### src/rtl/vne_pkg.sv
// Shared types, constants and neighbour offset tables for the voxel neighbour enumerator.
// Used by every module of the block; depends on nothing.
`timescale 1ns / 1ps

package vne_pkg;

  localparam int CoordW = 10;
  localparam int SizeW = 11;
  localparam int ModeW = 2;
  localparam int NumCand = 12;
  localparam int CandIdxW = 4;
  localparam int CfgIdxW = 2;
  localparam int QueueDepth = 4;
  localparam int QueuePtrW = 2;
  localparam int QueueCntW = 3;

  localparam logic [SizeW-1:0] GRID_DIM_MAX = 11'd1024;
  localparam logic [SizeW-1:0] GRID_SIZE_RESET = 11'd1024;

  localparam logic [ModeW-1:0] MODE_FACE = 2'd0;
  localparam logic [ModeW-1:0] MODE_EDGE = 2'd1;
  localparam logic [ModeW-1:0] MODE_CORNER = 2'd2;

  localparam logic [CfgIdxW-1:0] REG_GRID_SIZE_X = 2'd0;
  localparam logic [CfgIdxW-1:0] REG_GRID_SIZE_Y = 2'd1;
  localparam logic [CfgIdxW-1:0] REG_GRID_SIZE_Z = 2'd2;

  localparam logic signed [1:0] OFS_NEG = -2'sd1;
  localparam logic signed [1:0] OFS_ZERO = 2'sd0;
  localparam logic signed [1:0] OFS_POS = 2'sd1;

  typedef struct packed {
    logic used;
    logic signed [1:0] dx;
    logic signed [1:0] dy;
    logic signed [1:0] dz;
  } offset_t;

  typedef struct packed {
    logic [CoordW-1:0] cx;
    logic [CoordW-1:0] cy;
    logic [CoordW-1:0] cz;
    logic [ModeW-1:0] mode;
    logic [NumCand-1:0] mask;
  } cell_entry_t;

  typedef struct packed {
    logic lo_ok;
    logic mid_ok;
    logic hi_ok;
  } axis_ok_t;

  function automatic offset_t mk(input logic signed [1:0] dx, input logic signed [1:0] dy,
                                 input logic signed [1:0] dz);
    offset_t o;
    o.used = 1'b1;
    o.dx = dx;
    o.dy = dy;
    o.dz = dz;
    return o;
  endfunction

  function automatic offset_t nbr_offset(input logic [ModeW-1:0] mode,
                                         input logic [CandIdxW-1:0] idx);
    offset_t o;
    o = '0;
    case (mode)
      MODE_FACE: begin
        case (idx)
          4'd0: o = mk(OFS_NEG, OFS_ZERO, OFS_ZERO);
          4'd1: o = mk(OFS_POS, OFS_ZERO, OFS_ZERO);
          4'd2: o = mk(OFS_ZERO, OFS_NEG, OFS_ZERO);
          4'd3: o = mk(OFS_ZERO, OFS_POS, OFS_ZERO);
          4'd4: o = mk(OFS_ZERO, OFS_ZERO, OFS_NEG);
          4'd5: o = mk(OFS_ZERO, OFS_ZERO, OFS_POS);
          default: o = '0;
        endcase
      end
      MODE_EDGE: begin
        case (idx)
          4'd0: o = mk(OFS_NEG, OFS_ZERO, OFS_NEG);
          4'd1: o = mk(OFS_POS, OFS_ZERO, OFS_NEG);
          4'd2: o = mk(OFS_POS, OFS_ZERO, OFS_POS);
          4'd3: o = mk(OFS_NEG, OFS_ZERO, OFS_POS);
          4'd4: o = mk(OFS_NEG, OFS_POS, OFS_ZERO);
          4'd5: o = mk(OFS_NEG, OFS_NEG, OFS_ZERO);
          4'd6: o = mk(OFS_POS, OFS_NEG, OFS_ZERO);
          4'd7: o = mk(OFS_POS, OFS_POS, OFS_ZERO);
          4'd8: o = mk(OFS_ZERO, OFS_POS, OFS_POS);
          4'd9: o = mk(OFS_ZERO, OFS_POS, OFS_NEG);
          4'd10: o = mk(OFS_ZERO, OFS_NEG, OFS_NEG);
          4'd11: o = mk(OFS_ZERO, OFS_NEG, OFS_POS);
          default: o = '0;
        endcase
      end
      MODE_CORNER: begin
        case (idx)
          4'd0: o = mk(OFS_POS, OFS_POS, OFS_POS);
          4'd1: o = mk(OFS_POS, OFS_NEG, OFS_POS);
          4'd2: o = mk(OFS_NEG, OFS_NEG, OFS_POS);
          4'd3: o = mk(OFS_NEG, OFS_POS, OFS_POS);
          4'd4: o = mk(OFS_POS, OFS_POS, OFS_NEG);
          4'd5: o = mk(OFS_POS, OFS_NEG, OFS_NEG);
          4'd6: o = mk(OFS_NEG, OFS_NEG, OFS_NEG);
          4'd7: o = mk(OFS_NEG, OFS_POS, OFS_NEG);
          default: o = '0;
        endcase
      end
      default: o = '0;
    endcase
    return o;
  endfunction

  function automatic logic axis_pick(input axis_ok_t a, input logic signed [1:0] d);
    logic r;
    r = 1'b0;
    case (d)
      OFS_NEG: r = a.lo_ok;
      OFS_ZERO: r = a.mid_ok;
      OFS_POS: r = a.hi_ok;
      default: r = 1'b0;
    endcase
    return r;
  endfunction

  function automatic logic [CoordW-1:0] add_ofs(input logic [CoordW-1:0] c,
                                                input logic signed [1:0] d);
    return c + {{(CoordW-2){d[1]}}, d};
  endfunction

endpackage

### src/rtl/vne_front.sv
// Front end: takes input words, checks every candidate against the grid and builds its mask.
// Depends on vne_pkg.
`timescale 1ns / 1ps

module vne_front (
  input  logic                            clk,
  input  logic                            rst,
  input  logic                            cfg_write,
  input  logic [vne_pkg::CfgIdxW-1:0]     cfg_index,
  input  logic [vne_pkg::SizeW-1:0]       cfg_data,
  input  logic [vne_pkg::CoordW-1:0]      center_x,
  input  logic [vne_pkg::CoordW-1:0]      center_y,
  input  logic [vne_pkg::CoordW-1:0]      center_z,
  input  logic [vne_pkg::ModeW-1:0]       mode,
  output vne_pkg::cell_entry_t            entry
);

  logic [vne_pkg::SizeW-1:0] grid_size_x;
  logic [vne_pkg::SizeW-1:0] grid_size_y;
  logic [vne_pkg::SizeW-1:0] grid_size_z;
  logic [vne_pkg::SizeW-1:0] sx;
  logic [vne_pkg::SizeW-1:0] sy;
  logic [vne_pkg::SizeW-1:0] sz;
  vne_pkg::axis_ok_t ax;
  vne_pkg::axis_ok_t ay;
  vne_pkg::axis_ok_t az;
  vne_pkg::offset_t ofs [vne_pkg::NumCand];

  always_ff @(posedge clk) begin
    if (rst) begin
      grid_size_x <= vne_pkg::GRID_SIZE_RESET;
      grid_size_y <= vne_pkg::GRID_SIZE_RESET;
      grid_size_z <= vne_pkg::GRID_SIZE_RESET;
    end else if (cfg_write) begin
      case (cfg_index)
        vne_pkg::REG_GRID_SIZE_X: grid_size_x <= cfg_data;
        vne_pkg::REG_GRID_SIZE_Y: grid_size_y <= cfg_data;
        vne_pkg::REG_GRID_SIZE_Z: grid_size_z <= cfg_data;
        default: ;
      endcase
    end
  end

  function automatic logic [vne_pkg::SizeW-1:0] sat(input logic [vne_pkg::SizeW-1:0] s);
    return (s > vne_pkg::GRID_DIM_MAX) ? vne_pkg::GRID_DIM_MAX : s;
  endfunction

  function automatic vne_pkg::axis_ok_t axis_check(input logic [vne_pkg::CoordW-1:0] c,
                                                   input logic [vne_pkg::SizeW-1:0] s);
    vne_pkg::axis_ok_t a;
    logic [vne_pkg::SizeW-1:0] cw;
    cw = {1'b0, c};
    a.lo_ok = (c != '0) && (cw <= s);
    a.mid_ok = cw < s;
    a.hi_ok = (cw + 1'b1) < s;
    return a;
  endfunction

  always_comb begin
    sx = sat(grid_size_x);
    sy = sat(grid_size_y);
    sz = sat(grid_size_z);
    ax = axis_check(center_x, sx);
    ay = axis_check(center_y, sy);
    az = axis_check(center_z, sz);
    entry.cx = center_x;
    entry.cy = center_y;
    entry.cz = center_z;
    entry.mode = mode;
    for (int i = 0; i < vne_pkg::NumCand; i++) begin
      ofs[i] = vne_pkg::nbr_offset(mode, vne_pkg::CandIdxW'(i));
      entry.mask[i] = ofs[i].used && vne_pkg::axis_pick(ax, ofs[i].dx)
                      && vne_pkg::axis_pick(ay, ofs[i].dy)
                      && vne_pkg::axis_pick(az, ofs[i].dz);
    end
  end

endmodule

### src/rtl/vne_queue.sv
// Short queue of classified cells between the front end and the back end.
// Depends on vne_pkg.
`timescale 1ns / 1ps

module vne_queue (
  input  logic                 clk,
  input  logic                 rst,
  input  logic                 push,
  input  vne_pkg::cell_entry_t push_entry,
  input  logic                 pop,
  output logic                 full,
  output logic                 not_empty,
  output vne_pkg::cell_entry_t head
);

  vne_pkg::cell_entry_t mem [vne_pkg::QueueDepth];
  logic [vne_pkg::QueuePtrW-1:0] wr_ptr;
  logic [vne_pkg::QueuePtrW-1:0] rd_ptr;
  logic [vne_pkg::QueueCntW-1:0] count;
  logic do_push;
  logic do_pop;

  assign full = count == vne_pkg::QueueCntW'(vne_pkg::QueueDepth);
  assign not_empty = count != '0;
  assign do_push = push && !full;
  assign do_pop = pop && not_empty;
  assign head = mem[rd_ptr];

  always_ff @(posedge clk) begin
    if (do_push) begin
      mem[wr_ptr] <= push_entry;
    end
  end

  always_ff @(posedge clk) begin
    if (rst) begin
      wr_ptr <= '0;
      rd_ptr <= '0;
      count <= '0;
    end else begin
      if (do_push) begin
        wr_ptr <= wr_ptr + 1'b1;
      end
      if (do_pop) begin
        rd_ptr <= rd_ptr + 1'b1;
      end
      if (do_push && !do_pop) begin
        count <= count + 1'b1;
      end else if (do_pop && !do_push) begin
        count <= count - 1'b1;
      end
    end
  end

endmodule

### src/rtl/vne_back.sv
// Back end: walks the candidate mask of the queue head and sends one neighbour word a cycle while out_stall is low.
// Depends on vne_pkg.
`timescale 1ns / 1ps

module vne_back (
  input  logic                        clk,
  input  logic                        rst,
  input  logic                        head_valid,
  input  vne_pkg::cell_entry_t        head,
  output logic                        pop,
  output logic                        out_valid,
  input  logic                        out_stall,
  output logic [vne_pkg::CoordW-1:0]  neighbour_x,
  output logic [vne_pkg::CoordW-1:0]  neighbour_y,
  output logic [vne_pkg::CoordW-1:0]  neighbour_z,
  output logic                        found,
  output logic                        last
);

  logic [vne_pkg::NumCand-1:0] done;
  logic [vne_pkg::NumCand-1:0] pend;
  logic [vne_pkg::NumCand-1:0] sel_hot;
  logic [vne_pkg::CandIdxW-1:0] sel;
  logic load;
  logic emit;
  logic is_last;
  vne_pkg::offset_t ofs;

  always_comb begin
    pend = head.mask & ~done;
    sel = '0;
    for (int i = vne_pkg::NumCand - 1; i >= 0; i--) begin
      if (pend[i]) begin
        sel = vne_pkg::CandIdxW'(i);
      end
    end
    sel_hot = vne_pkg::NumCand'(1) << sel;
    is_last = (pend & ~sel_hot) == '0;
    ofs = vne_pkg::nbr_offset(head.mode, sel);
    load = !out_valid || !out_stall;
    emit = load && head_valid;
    pop = emit && is_last;
  end

  always_ff @(posedge clk) begin
    if (rst) begin
      out_valid <= 1'b0;
      done <= '0;
    end else if (load) begin
      out_valid <= head_valid;
      if (emit) begin
        done <= is_last ? '0 : (done | sel_hot);
      end
    end
  end

  always_ff @(posedge clk) begin
    if (emit) begin
      last <= is_last;
      if (pend == '0) begin
        neighbour_x <= '0;
        neighbour_y <= '0;
        neighbour_z <= '0;
        found <= 1'b0;
      end else begin
        neighbour_x <= vne_pkg::add_ofs(head.cx, ofs.dx);
        neighbour_y <= vne_pkg::add_ofs(head.cy, ofs.dy);
        neighbour_z <= vne_pkg::add_ofs(head.cz, ofs.dz);
        found <= 1'b1;
      end
    end
  end

endmodule

### src/rtl/voxel_neighbour_enumerator.sv
// Top level of the voxel neighbour enumerator: front end, cell queue and back end.
// Depends on vne_pkg, vne_front, vne_queue and vne_back.
`timescale 1ns / 1ps

// Each input word names a centre cell and a neighbour kind (face, edge or corner). The block
// sends the neighbours that lie inside the configured grid, in table order, one word per cycle
// while out_stall is low, with last set on the final one; when none is inside, a single word
// with found low and last high is sent. An item gives as many output words as it has
// neighbours inside the grid, between 1 and 12, and the output stage sets the throughput.
// Input words are taken one per cycle while the four-entry queue between the grid check and
// the output stage has room; the first result word of an input is registered in the queue
// and then in the output register before it is valid on the output.

module voxel_neighbour_enumerator (
  input  logic                        clk,
  input  logic                        rst,
  input  logic                        cfg_write,
  input  logic [vne_pkg::CfgIdxW-1:0] cfg_index,
  input  logic [vne_pkg::SizeW-1:0]   cfg_data,
  input  logic                        in_valid,
  output logic                        in_stall,
  input  logic [vne_pkg::CoordW-1:0]  center_x,
  input  logic [vne_pkg::CoordW-1:0]  center_y,
  input  logic [vne_pkg::CoordW-1:0]  center_z,
  input  logic [vne_pkg::ModeW-1:0]   mode,
  output logic                        out_valid,
  input  logic                        out_stall,
  output logic [vne_pkg::CoordW-1:0]  neighbour_x,
  output logic [vne_pkg::CoordW-1:0]  neighbour_y,
  output logic [vne_pkg::CoordW-1:0]  neighbour_z,
  output logic                        found,
  output logic                        last
);

  vne_pkg::cell_entry_t entry;
  vne_pkg::cell_entry_t head;
  logic full;
  logic not_empty;
  logic pop;

  assign in_stall = full;

  vne_front u_front (
    .clk      (clk),
    .rst      (rst),
    .cfg_write(cfg_write),
    .cfg_index(cfg_index),
    .cfg_data (cfg_data),
    .center_x (center_x),
    .center_y (center_y),
    .center_z (center_z),
    .mode     (mode),
    .entry    (entry)
  );

  vne_queue u_queue (
    .clk       (clk),
    .rst       (rst),
    .push      (in_valid),
    .push_entry(entry),
    .pop       (pop),
    .full      (full),
    .not_empty (not_empty),
    .head      (head)
  );

  vne_back u_back (
    .clk        (clk),
    .rst        (rst),
    .head_valid (not_empty),
    .head       (head),
    .pop        (pop),
    .out_valid  (out_valid),
    .out_stall  (out_stall),
    .neighbour_x(neighbour_x),
    .neighbour_y(neighbour_y),
    .neighbour_z(neighbour_z),
    .found      (found),
    .last       (last)
  );

endmodule
### config.mk
export PLATFORM = sky130hd
export DESIGN_NAME = voxel_neighbour_enumerator
export DESIGN_NICKNAME = d
export VERILOG_FILES = /design/src/rtl/vne_pkg.sv /design/src/rtl/vne_front.sv /design/src/rtl/vne_queue.sv /design/src/rtl/vne_back.sv /design/src/rtl/voxel_neighbour_enumerator.sv
export SDC_FILE = /design/constraint.sdc
export NUM_CORES = 1
export LEC_CHECK = 0
export BUFFER_PORTS_ARGS = -buffer_cell sky130_fd_sc_hd__buf_4
export CAP_MARGIN = 20
export CORE_ASPECT_RATIO = 1.1
export CORE_UTILIZATION = 55
export DETAILED_ROUTE_END_ITERATION = 8
export PLACE_DENSITY_LB_ADDON = 0.12
export SETUP_SLACK_MARGIN = 0.05
export SLEW_MARGIN = 20
export SYNTH_ARGS = -nofsm -noshare
export SYNTH_HDL_FRONTEND = slang
export SYNTH_SLANG_ARGS = --single-unit
### constraint.sdc
create_clock -name clk -period 5.4 [get_ports clk]
set_clock_uncertainty 0.05 [all_clocks]
set_input_delay 0.27 -clock clk [delete_from_list [all_inputs] [get_ports clk]]
set_output_delay 0.27 -clock clk [all_outputs]
set_load 0.1 [all_outputs]
* After elaboration in Yosys (flattened, before gate mapping) *
Memory sizes are Yosys's and may differ from the RTL's. A register that Yosys moved wholly into a read port is not among the register bits.
Index checks and enable logic that the tools add are counted.

word-level totals
  bits in read-only memories = 136
  memories = 3
  memory bits (writable) = 176
  logic and storage cells = 304
  bits of input ports = 50
  register bits = 85
  output and inout port bits = 34

memories
  name             depth  bits a word  read ports  clocked after memory_dff  wr ports  line             source
  u_queue.mem      4      44           1           1                         1         vne_queue.sv:16  vne_pkg::cell_entry_t mem [vne_pkg::QueueDepth];
  (no name shown)  16     7            1           0                         0         vne_pkg.sv:80    case (idx)
  (no name shown)  8      3            1           0                         0         vne_pkg.sv:97    case (idx)

operators by class
  shift-type cells = 1
  reduce and logical (&&, ||, !) cells = 102
  $add $sub $neg = 10
  bitwise logic cells = 5
  $lt $le $gt $ge = 12
  eq/ne operators = 84
  multiplexer cells = 74

operators by type and width
  operator                 number
  $pmux W7 S3              6
  $pmux W1 S3              36
  $eq A2 B1 Y1 const B     39
  $eq A2 B2 Y1 const B     39
  $logic_not A2 Y1         39
  $mux W4                  12
  $logic_and A1 B1 Y1      45
  $pmux W6 S6              1
  $add A10 B1 Y11 const B  3
  $gt A11 B11 Y1 const B   3
  $le A10 B11 Y1           3
  $lt A10 B11 Y1           3
  $lt A11 B11 Y1           3
  $mux W11                 3
  $add A10 B10 Y10         3
  $reduce_bool A10 Y1      3
  $mux W7                  4
  $pmux W7 S2              2
  $and A12 B12 Y12         2
  $logic_not A12 Y1        2
  $not A12 Y12             2
  $pmux W6 S3              1
  $mux W12                 1
  $or A12 B12 Y12          1
  other kinds (18)         32

* Longest topological paths before layout *
Gate-level depths: netlist of the first run.

  word-level depth = 23
  mapped depth = 27
  depth with buffers taken out = 24

* Hierarchy *
From an unflattened synthesis of the first run, not the netlist that was laid out.

second synthesis, totals
  cell total of the unflattened synthesis = 1110
  area, all modules = 14143.6 µm²

modules (own cells, without submodules)
  module     area an instance (µm²)  cells an instance  sequential area each (µm²)  times used
  vne_queue  6869.1                  278                5465.2                      1
  vne_front  3947.5                  491                660.6                       1
  vne_back   3326.9                  341                1221.2                      1

* Worst setup path after synthesis of the first run *
OpenSTA, ideal clock, no wires.

  kind = flip-flop to flip-flop
  start point = register (tool-made name)
  end point = register u_back.neighbour_x[9] (netlist bit), data pin
  library setup time = 266 ps
  setup slack = 135 ps
  data required time = 5084 ps
  arrival time = 4949 ps
  cell stages (with the launch flop) = 26
  clock period less this slack = 5265 ps
  buffers on the path = 3
  cell sequence = dfxtp_1 -> buf_6 -> buf_12 -> mux4_1 -> a31oi_1 -> o21ai_0 -> a21boi_0 -> o21ai_0 -> nand2_1 -> a22o_1 -> ha_1 -> clkbuf_1 -> inv_1 -> or4_4 -> o31ai_1 -> o221ai_2 -> o311ai_4 -> ha_1 -> a21o_1 -> a21oi_1 -> o21ai_0 -> or4_1 -> a31o_2 -> a21oi_1 -> xnor2_1 -> nor2_1

RTL lines
  item                  line            source
  end signal, assigned  vne_back.sv:66  neighbour_x <= vne_pkg::add_ofs(head.cx, ofs.dx);
  end, declared         vne_back.sv:13  output logic [vne_pkg::CoordW-1:0] neighbour_x,

==> results of run 1 <==
flip-flops by register name, summed over array words and instances, names as in the netlist, 2 cells and up, named ones only:
name	cells
u_queue.wr_ptr	2
u_front.grid_size_y	11
u_back.neighbour_z	10
u_queue.mem	176
u_front.grid_size_z	11
u_back.done	12
u_back.neighbour_y	10
u_front.grid_size_x	11
u_queue.rd_ptr	2
u_queue.count	3
u_back.neighbour_x	10
per-layer routing:
layer	global-route usage, %	wire length, µm
met5	0	0
met2	38.2	13900
met3	3.13	1280
met4	6.03	626
met1	31.4	13100
per-stage QoR:
step / hold slack (ns) / setup slack [ns] / instance area (µm²)
after floorplan: 0.319 / 0.135 / 13700
after global placement: 0.400 / 0.166 / 14700
after detailed placement: 0.415 / 0.0906 / 14700
after CTS: 0.119 / 0.0720 / 16000
after global routing: 0.150 / 0.0485 / 16100
final: 0.129 / 0.361 / 16100
kinds of logic after synthesis:
| kind of cell | synth area share (%) |
|---|---|
| simple gates | 10.7 |
| flops | 53.8 |
| compound gates | 8.66 |
| fa+ha+maj | 11.0 |
| mux | 10.1 |
| buf+inv | 2.22 |
| xor+xnor | 3.46 |
layout make-up:
type | count | area [µm²]
clock buffers | 29 | 683
clock inverters | 20 | 183
fillers | 1756 | 8300
inverters | 43 | 161
multi-input cells | 717 | 6040
flip-flops and latches | 263 | 7350
well taps | 310 | 388
repair buffers | 155 | 1290
final timing paths:
check,from,to
hold reg to reg,u_back.done[5],u_back.done[5]
hold / removal,rst,u_queue.count[1]
setup reg to reg,register,u_back.neighbour_x[9]
setup / recovery,register,u_back.neighbour_x[9]
cell usage after synthesis, drive strengths merged (5+ instances only):
master  instances
nor3b           6
a21o           18
xor2           24
o21ai          25
nand3          23
a21oi          46
mux4           44
nand4           8
nand2          67
buf            13
nor2b          22
a22oi           5
inv            43
xnor2          30
o22ai           5
dfxtp          55
nor2          109
a31oi          10
nor3           18
edfxtp        208
a211oi          6
nand2b          9
clkbuf         16
and2            6
mux2i          33
ha            114
o21a           14
and3            7
a211o           6
power by group:
group / switching, mW / internal [mW]
sequential: 0.0794 / 2.54
clock: 0.771 / 1.06
combinational: 1.71 / 0.736
layout by cell type, fill, tap and decap left out, types with 7 or more instances in the layout:
cell type      instances
nor3_1                18
buf_4                109
ha_1                 114
dfxtp_1               53
and3_1                 7
dlygate4sd3_1         44
o21ai_0               23
mux4_2                39
nand2_1               66
a21o_1                18
edfxtp_1             208
inv_1                 41
clkinv_1               9
nor2_1               107
nand2b_1               8
mux2i_1               33
nand4_1                7
a31oi_1               10
nand3_1               23
nor2b_1               22
xnor2_1               30
a21oi_1               43
o21a_1                14
xor2_1                24
clkbuf_16             27
timing repair:
action,CTS,global route
endpoints found under the hold margin,162,0
endpoints found under the setup margin,0,8
gates resized for setup,0,10
buffers inserted,0,7
hold buffers,44,0
==> flow_summary.yaml, run 1 <==
run_status:
  outcome: "finished, violations left"
  violations: "design-rule violations"
clocking:
  cts_tree: "done"
  cts.reportedPaths.clkPinSlew_ns: 0.06
  htreeDepth: 1
  insertion_delay_ns: 0.54
  cts_buffers: 27
  cts_sinks: 263
  cts_root_buf: "clkbuf_16"
  cts_max_path_buffers: 3
worst_setup_path:
  worstRegToRegCells: 23
  critPathMaxFanout: 7
  cp_num_buf_inv: 2
  arrival_ns: 5.24
  cp_top_family: "compound AO/OA/AOI/OAI gates"
  worstPathCellList: "mux4_2, nor2b_1, a31oi_1, o21ai_0, a21boi_1, o21ai_0, nand2_1, a22o_1, ha_1, inv_1, or4_4, o31ai_1, o221ai_2, o311ai_4, buf_6, ha_1, a21oi_2, o21ai_2, or4_1, a31o_2, a21oi_1, xnor2_1, nor2_1"
  r2r_setup_slack_ns: 0.36
  slowest_stage: "or4_4"
  cp-start-kind: "register"
  worstPathRequired_ns: 5.61
  worstSetupPathType: "reg -> reg"
  endpoint_kind: "register"
  path_depth: 23
  cpPeakStageDelay_ns: 0.55
sta:
  slew_viol_final: 0
  tns_ns: 0
  slew_headroom_pct: 27.5
  worst_pin_slew_ns: 1.08
  fin_crit_sh_pct: 93.3
  max_freq_mhz: 198
  period_minus_slack_ns: 5.04
  rsz0062_at_grt: "false"
  setup_viol: 0
  hold_violations: 0
global_routing:
  grt-ovfl-total: 0
  grt_max_degree: 44
  grt_pass1_vias: 8476
  grt_pass1_wl_um: 45400
  grt_use_total_pct: 22.8
  antenna_found_initial: 0
floorplanning:
  ios: 84
  row_count: 60
  die-area_um2: 25500
  die_h_um: 167
  core_um2: 24400
  start_util_pct: 56.0
  die_w_um: 152
route:
  post_drt_wl_per_cell_um: 18.8
  post-route-drc-count: 4
  drtAntennaViolNets: 0
  wl_um: 28900
  first_iter_violations: 574
  vias_per_cell: 5.74
  dr.pass1.iters: 7
  vias: 8817
power:
  p_leak_nw: 6.22
  total_power_mw: 6.89
  pwr_density_cell_nw_per_um2: 428
  ir_drop_uv: 272
synth:
  yosys_register_bits: 263
  netlist.area_leader.share_pct: 45.7
  synth.area.top_cells: "edfxtp_1 (46%), ha_1 (10%), dfxtp_1 (8.1%)"
  synthCells: 1052
  syn_area_per_cell_um2: 13.0
  synth_top_area_cell: "edfxtp_1"
  synthArstFlopShare_pct: 0
  syn_area_um2: 13700
  syn_nets: 1220
  synth_edf_count: 208
  yosysUniqueCellTypes: 79
  dominantRegCellSynth: "edfxtp_1"
  yosysSeqAreaShare_pct: 53.8
  synth_warnings: 0
placement:
  place_inst: 1437
  place_congestion: 0.909
  io_buffer_count: 83
  hpwl_um: 20100
layout:
  antenna-diode-count: 0
  fin_cells: 1537
  post-route-util_pct: 66.0
  fin_nets: 1375
  syn2layout_area_growth_pct: 17.9
  drive_above_1_share_pct: 18.7
worst_hold_path:
  hold_class: "in -> reg"
  min_path_cells: 2
run:
  max_cap_viol_count: 0
(Power assumes the default switching activity.)
==> inputs of run 2 (changes only) <==
- CORE_UTILIZATION: 55 -> 40
==> run 2 against run 1 <==
Final cell count increased by 8.2%. Via count decreased by 0.69%. The flow now finishes without violations. Sequential power about the same. Routed wire length increased by 4.1%. Sequential share of layout area decreased by 0.54 points. Sequential cell count unchanged. Combinational power about the same.
==> flow_summary.yaml, run 2 (synthesized netlist as in run 1, its figures left out) <==
run:
  max_cap_viol_count: 0
global_routing:
  grt_pass1_wl_um: 48000
  antenna_found_initial: 0
  grt-ovfl-total: 0
  grt_use_total_pct: 17.8
  grt_pass1_vias: 8834
  grt_max_degree: 45
layout:
  antenna-diode-count: 0
  top_register: "u_queue.mem"
  fin_cells: 1663
  n_fill_cell: 3037
  multi_input_area_um2: 6050
  fin_nets: 1377
  layout_commonest_cell: "edfxtp_1"
  post-route-util_pct: 48.7
  regArea_um2: 7350
  drive_above_1_share_pct: 18.6
  final_cell_mix: "edfxtp_1 (208), ha_1 (113), buf_4 (109)"
  reg_top3: "u_queue.mem: 176 flops, u_back.done: 12 flops"
  syn2layout_area_growth_pct: 19.3
  largest_reg_flops: 176
worst_setup_path:
  worstPathRequired_ns: 5.66
  slowest_stage: "or4_4"
  worstRegToRegCells: 23
  r2r_setup_slack_ns: 0.30
  critical_path.most_common_cell: "o21ai_0"
  cpPeakStageDelay_ns: 0.54
  worstPathCellList: "mux4_2, nor2b_1, a31oi_1, o21ai_0, a21boi_0, o21ai_0, nand2_1, a22o_1, ha_1, inv_1, or4_4, o31ai_1, o221ai_2, o311ai_4, buf_6, ha_1, a21oi_2, o21ai_0, or4_1, a31o_2, a21oi_1, xnor2_1, nor2_1"
  cp-start-kind: "register"
  reg2reg_to: "u_back.neighbour_x[9]"
  worstSetupPathType: "reg -> reg"
  endpoint_kind: "register"
  critPathMaxFanout: 9
  arrival_ns: 5.36
route:
  dr.pass1.iters: 4
  first_iter_violations: 506
  drtAntennaViolNets: 0
  vias_per_cell: 5.27
  post-route-drc-count: 0
  vias: 8756
  wl_um: 30100
  post_drt_wl_per_cell_um: 18.1
placement:
  io_buffer_count: 83
  place_congestion: 0.865
  place_inst: 1564
  hpwl_um: 21200
power:
  pwr_density_cell_nw_per_um2: 426
  total_power_mw: 6.93
  clockPowerShare_pct: 27.1
  ir_drop_uv: 319
  p_sw_mw: 2.57
  p_seq_share_pct: 37.7
  p_leak_nw: 6.23
  pwr-share-comb_pct: 35.3
  sw_frac_of_total_pct: 37.0
  p_int_mw: 4.37
floorplanning:
  die-area_um2: 34900
  row_count: 70
  die_w_um: 178
  start_util_pct: 40.8
  die_h_um: 196
  core_um2: 33500
  ios: 84
worst_hold_path:
  min_from: "cfg_index[0]"
  hold_end: "u_front.grid_size_x[10]"
  min_path_cells: 4
  hold_class: "in -> reg"
clocking:
  insertion_delay_ns: 0.55
  cts_buffers: 29
  htreeDepth: 1
  cts_max_path_buffers: 3
  cts_sinks: 263
  cts_root_buf: "clkbuf_16"
  cts_tree: "done"
  cts.reportedPaths.clkPinSlew_ns: 0.06
sta:
  slew_headroom_pct: 25.2
  hold_violations: 0
  fin_crit_sh_pct: 94.4
  max_freq_mhz: 196
  tns_ns: 0
  setup_viol: 0
  whs_ns: 0.0998
  period_minus_slack_ns: 5.10
  rsz0062_at_grt: "true"
  slew_viol_final: 0
  worst_pin_slew_ns: 1.12
run_status:
  outcome: "completed"
run 2: cell count changes in the layout (fill, tap and decap cells not counted), moves of 2 or more:
| cell | previous run | this run |
|---|---|---|
| clkbuf_1 | 2 | 8 |
| clkinv_1 | 9 | 5 |
| clkinvlp_4 | 0 | 3 |
| clkbuf_16 | 27 | 29 |
| clkinv_4 | 3 | 1 |
| mux4_1 | 5 | 7 |
| mux4_2 | 39 | 37 |
run 2: area by class of cell:
type / count / share of cell area [%]
well taps: 432 / 3.32
multi-input cells: 717 / 37.1
flip-flops and latches: 263 / 45.1
clock buffers: 38 / 4.72
repair buffers: 155 / 7.89
clock inverters: 15 / 0.822
inverters: 43 / 0.991
run 2: per-layer routing:
layer / global-route usage [%] / wire length, µm
met5: 0 / 0
met4: 5.95 / 757
met3: 2.17 / 938
met2: 28.8 / 14100
met1: 24.6 / 14400
run 2: critical path: cells and delay by family, from the launching register on:
kind                       cells  cell delay, ns
and+or+nand+nor                5            1.27
adders and majority gates      2            0.45
xor gates and xnor gates       1            0.14
AOI/OAI and AO/OA             12            1.77
buffers and inverters          2            0.26
DFF                            1            0.40
muxes                          1            0.52
run 2: how the worst max path moves through the flow:
stage                     startpoint                     to  slack [ns]  cells after the start
final                       register  u_back.neighbour_x[9]        0.30                     23
after global routing        register  u_back.neighbour_x[9]        0.02                     23
after CTS                   register  u_back.neighbour_x[9]        0.06                     20
after detailed placement    register  u_back.neighbour_x[9]        0.08                     20
after global placement      register  u_back.neighbour_x[9]        0.18                     20
after floorplan             register  u_back.neighbour_x[9]        0.13                     25
run 2: what timing repair did:
action                     in CTS  in global routing
setup buffers                   0                  2
gates resized for setup         0                  7
hold endpoints to repair      162                  0
setup endpoints to repair       0                  8
hold buffers                   44                  0
run 2: metrics by stage:
step	setup WS, ns	cell area, µm²
final	0.302	16300
after global routing	0.0193	16300
after floorplan	0.135	13700
after detailed placement	0.0786	14900
after CTS	0.0629	16200
after global placement	0.182	14900
run 2: power by group through the flow:
stage / clock (mW) / sequential (mW) / combinational, mW
floorplan: 0 / 3.52 / 0.987
global placement: 0 / 2.66 / 2.41
detailed placement: 0 / 2.66 / 2.42
CTS: 1.93 / 2.62 / 2.45
global route: 2.00 / 2.64 / 2.63
finish: 1.88 / 2.61 / 2.45
==> inputs of run 3 (changes only) <==
- MAX_ROUTING_LAYER: unset -> met4
==> run 3 against run 2 <==
Sequential power hardly changed. Sequential share of layout area up 0.073 points. Non-clock buffer count down 4. Clock power about the same. Routed wire length is 0.90% higher. Critical path depth unchanged. Hold slack improved by 0.0010 ns. First-iteration DRC count increased by 0.20%. Final cell count shrank 0.30%. Largest cell class unchanged.
==> flow_summary.yaml, run 3 (synthesized netlist as in run 1, its figures left out) <==
clocking:
  htreeDepth: 1
  cts_root_buf: "clkbuf_16"
  cts_sinks: 263
  insertion_delay_ns: 0.56
  cts_max_path_buffers: 3
  cts.reportedPaths.clkPinSlew_ns: 0.06
  cts_buffers: 29
  cts_tree: "done"
worst_setup_path:
  cp-start-kind: "register"
  endpoint_kind: "register"
  r2r_setup_slack_ns: 0.32
  worstPathRequired_ns: 5.66
  worstRegToRegCells: 23
  endpoint: "u_back.neighbour_x[9]"
  critPathMaxFanout: 10
  slowest_stage: "or4_4"
  critical_path.most_common_cell: "o21ai_0"
  cpPeakStageDelay_ns: 0.54
  arrival_ns: 5.34
  worstPathCellList: "buf_8, mux4_2, nand2_1, o21ai_0, a21boi_0, o21ai_0, nand2_1, a22o_1, ha_1, inv_1, or4_4, o31ai_1, o221ai_2, o311ai_4, buf_6, ha_1, a21oi_2, o21ai_0, or4_1, a31o_2, a21oi_1, xnor2_1, nor2_1"
  reg2reg_to: "u_back.neighbour_x[9]"
  worstSetupPathType: "reg -> reg"
run:
  max_cap_viol_count: 0
sta:
  tns_ns: 0
  finalWorstSetupSlack_ns: 0.321
  slew_headroom_pct: 25.4
  worst_pin_slew_ns: 1.11
  rsz0062_at_grt: "true"
  fin_crit_sh_pct: 94.1
  max_freq_mhz: 197
  slew_viol_final: 0
  hold_violations: 0
  period_minus_slack_ns: 5.08
  setup_viol: 0
route:
  dr.pass1.iters: 5
  vias: 8714
  wl_um: 30400
  vias_per_cell: 5.26
  post_drt_wl_per_cell_um: 18.3
  first_iter_violations: 507
  post-route-drc-count: 0
  drtAntennaViolNets: 0
power:
  p_seq_share_pct: 37.6
  p_sw_mw: 2.57
  total_power_mw: 6.96
  pwr-share-comb_pct: 34.9
  clockPowerShare_pct: 27.5
  pwr_density_cell_nw_per_um2: 428
  p_int_mw: 4.39
  sw_frac_of_total_pct: 36.9
  ir_drop_uv: 297
  p_leak_nw: 6.22
global_routing:
  antenna_found_initial: 0
  grt-ovfl-total: 0
  grt_pass1_wl_um: 48600
  grt_use_total_pct: 18.5
  grt_pass1_vias: 9047
  grt_max_degree: 45
placement:
  place_congestion: 0.862
  io_buffer_count: 83
  place_area_um2: 14900
  dp_slack_ns: 0.114
  hpwl_um: 21700
floorplanning:
  die_h_um: 196
  ios: 84
  die-area_um2: 34900
  row_count: 70
  die_w_um: 178
  core_um2: 33500
  start_util_pct: 40.8
layout:
  layout_commonest_cell: "edfxtp_1"
  final_cell_mix: "edfxtp_1 (208), ha_1 (114), nor2_1 (107)"
  fin_area_um2: 16300
  fin_nets: 1373
  post-route-util_pct: 48.6
  drive_above_1_share_pct: 18.3
  largest_reg_flops: 176
  top_register: "u_queue.mem"
  antenna-diode-count: 0
  syn2layout_area_growth_pct: 19.1
  reg_top3: "u_queue.mem: 176 flops, u_back.done: 12 flops"
worst_hold_path:
  hold_class: "in -> reg"
run_status:
  outcome: "completed"
==> run 3: changes by cell type in the layout (fill, tap and decap cells not counted), sizes merged <==
cell	change
clkinvlp	-3
bufinv	+1
clkinv	+3
inv	+1
clkbuf	-3
buf	-4
==> run 3: final cells by class <==
| type | count | area (µm²) |
|---|---|---|
| clock buffers | 35 | 748 |
| fillers | 3025 | 17200 |
| clock inverters | 17 | 168 |
| flip-flops and latches | 263 | 7350 |
| inverters | 43 | 161 |
| well taps | 432 | 541 |
| multi-input cells | 717 | 6040 |
| repair buffers | 151 | 1250 |
==> run 3: timing repair <==
| item | in CTS | in global routing |
|---|---|---|
| resized for setup | 0 | 6 |
| setup endpoints to repair | 0 | 4 |
| setup buffers | 0 | 0 |
| hold buffers | 44 | 0 |
| endpoints found under the hold margin | 162 | 0 |
==> run 3: layer usage <==
layer / up-vias / global-route usage, % / part of all wire [%]
li1: 4267 / - / -
met1: 4270 / 24.7 / 47
met2: 139 / 29.8 / 48
met3: 38 / 1.98 / 2.9
met4: 0 / 4.97 / 1.8
met5: - / - / 0
==> run 3: how the worst min path moves through the flow <==
stage                               from                  to  depth (start not counted)
after floorplan                  mode[0]  u_queue.mem[0][12]                          0
after global placement    u_back.done[7]      u_back.done[7]                          2
after detailed placement  u_back.done[7]      u_back.done[7]                          2
after CTS                            rst   u_queue.rd_ptr[0]                          2
after global routing                 rst   u_queue.rd_ptr[0]                          2
final                                rst   u_queue.rd_ptr[0]                          2
==> run 3: per-stage QoR <==
stage          std cells  hold slack [ns]
2_1_floorplan       1052            0.319
3_3_place_gp        1562            0.408
3_5_place_dp        1562            0.421
4_1_cts             1658           0.0876
5_1_grt             1658            0.110
6_report            1658            0.101
==> run 3: critical path, delay by kind of cell, from the launching register on <==
kind,cells,cell delay (ns)
AO/OA/AOI/OAI,11,1.61
XOR/XNOR,1,0.13
AND/OR/NAND/NOR,5,1.25
multiplexers,1,0.53
adder cells (fa/ha/maj),2,0.45
buffers and inverters,3,0.42
flip-flops,1,0.39
==> run 3: power groups by stage <==
stage | clock network (mW) | registers (mW) | logic [mW]
floorplan | 0 | 3.52 | 0.987
global placement | 0 | 2.66 | 2.41
detailed placement | 0 | 2.66 | 2.41
CTS | 1.96 | 2.62 | 2.44
global route | 2.04 | 2.64 | 2.61
finish | 1.91 | 2.61 | 2.43
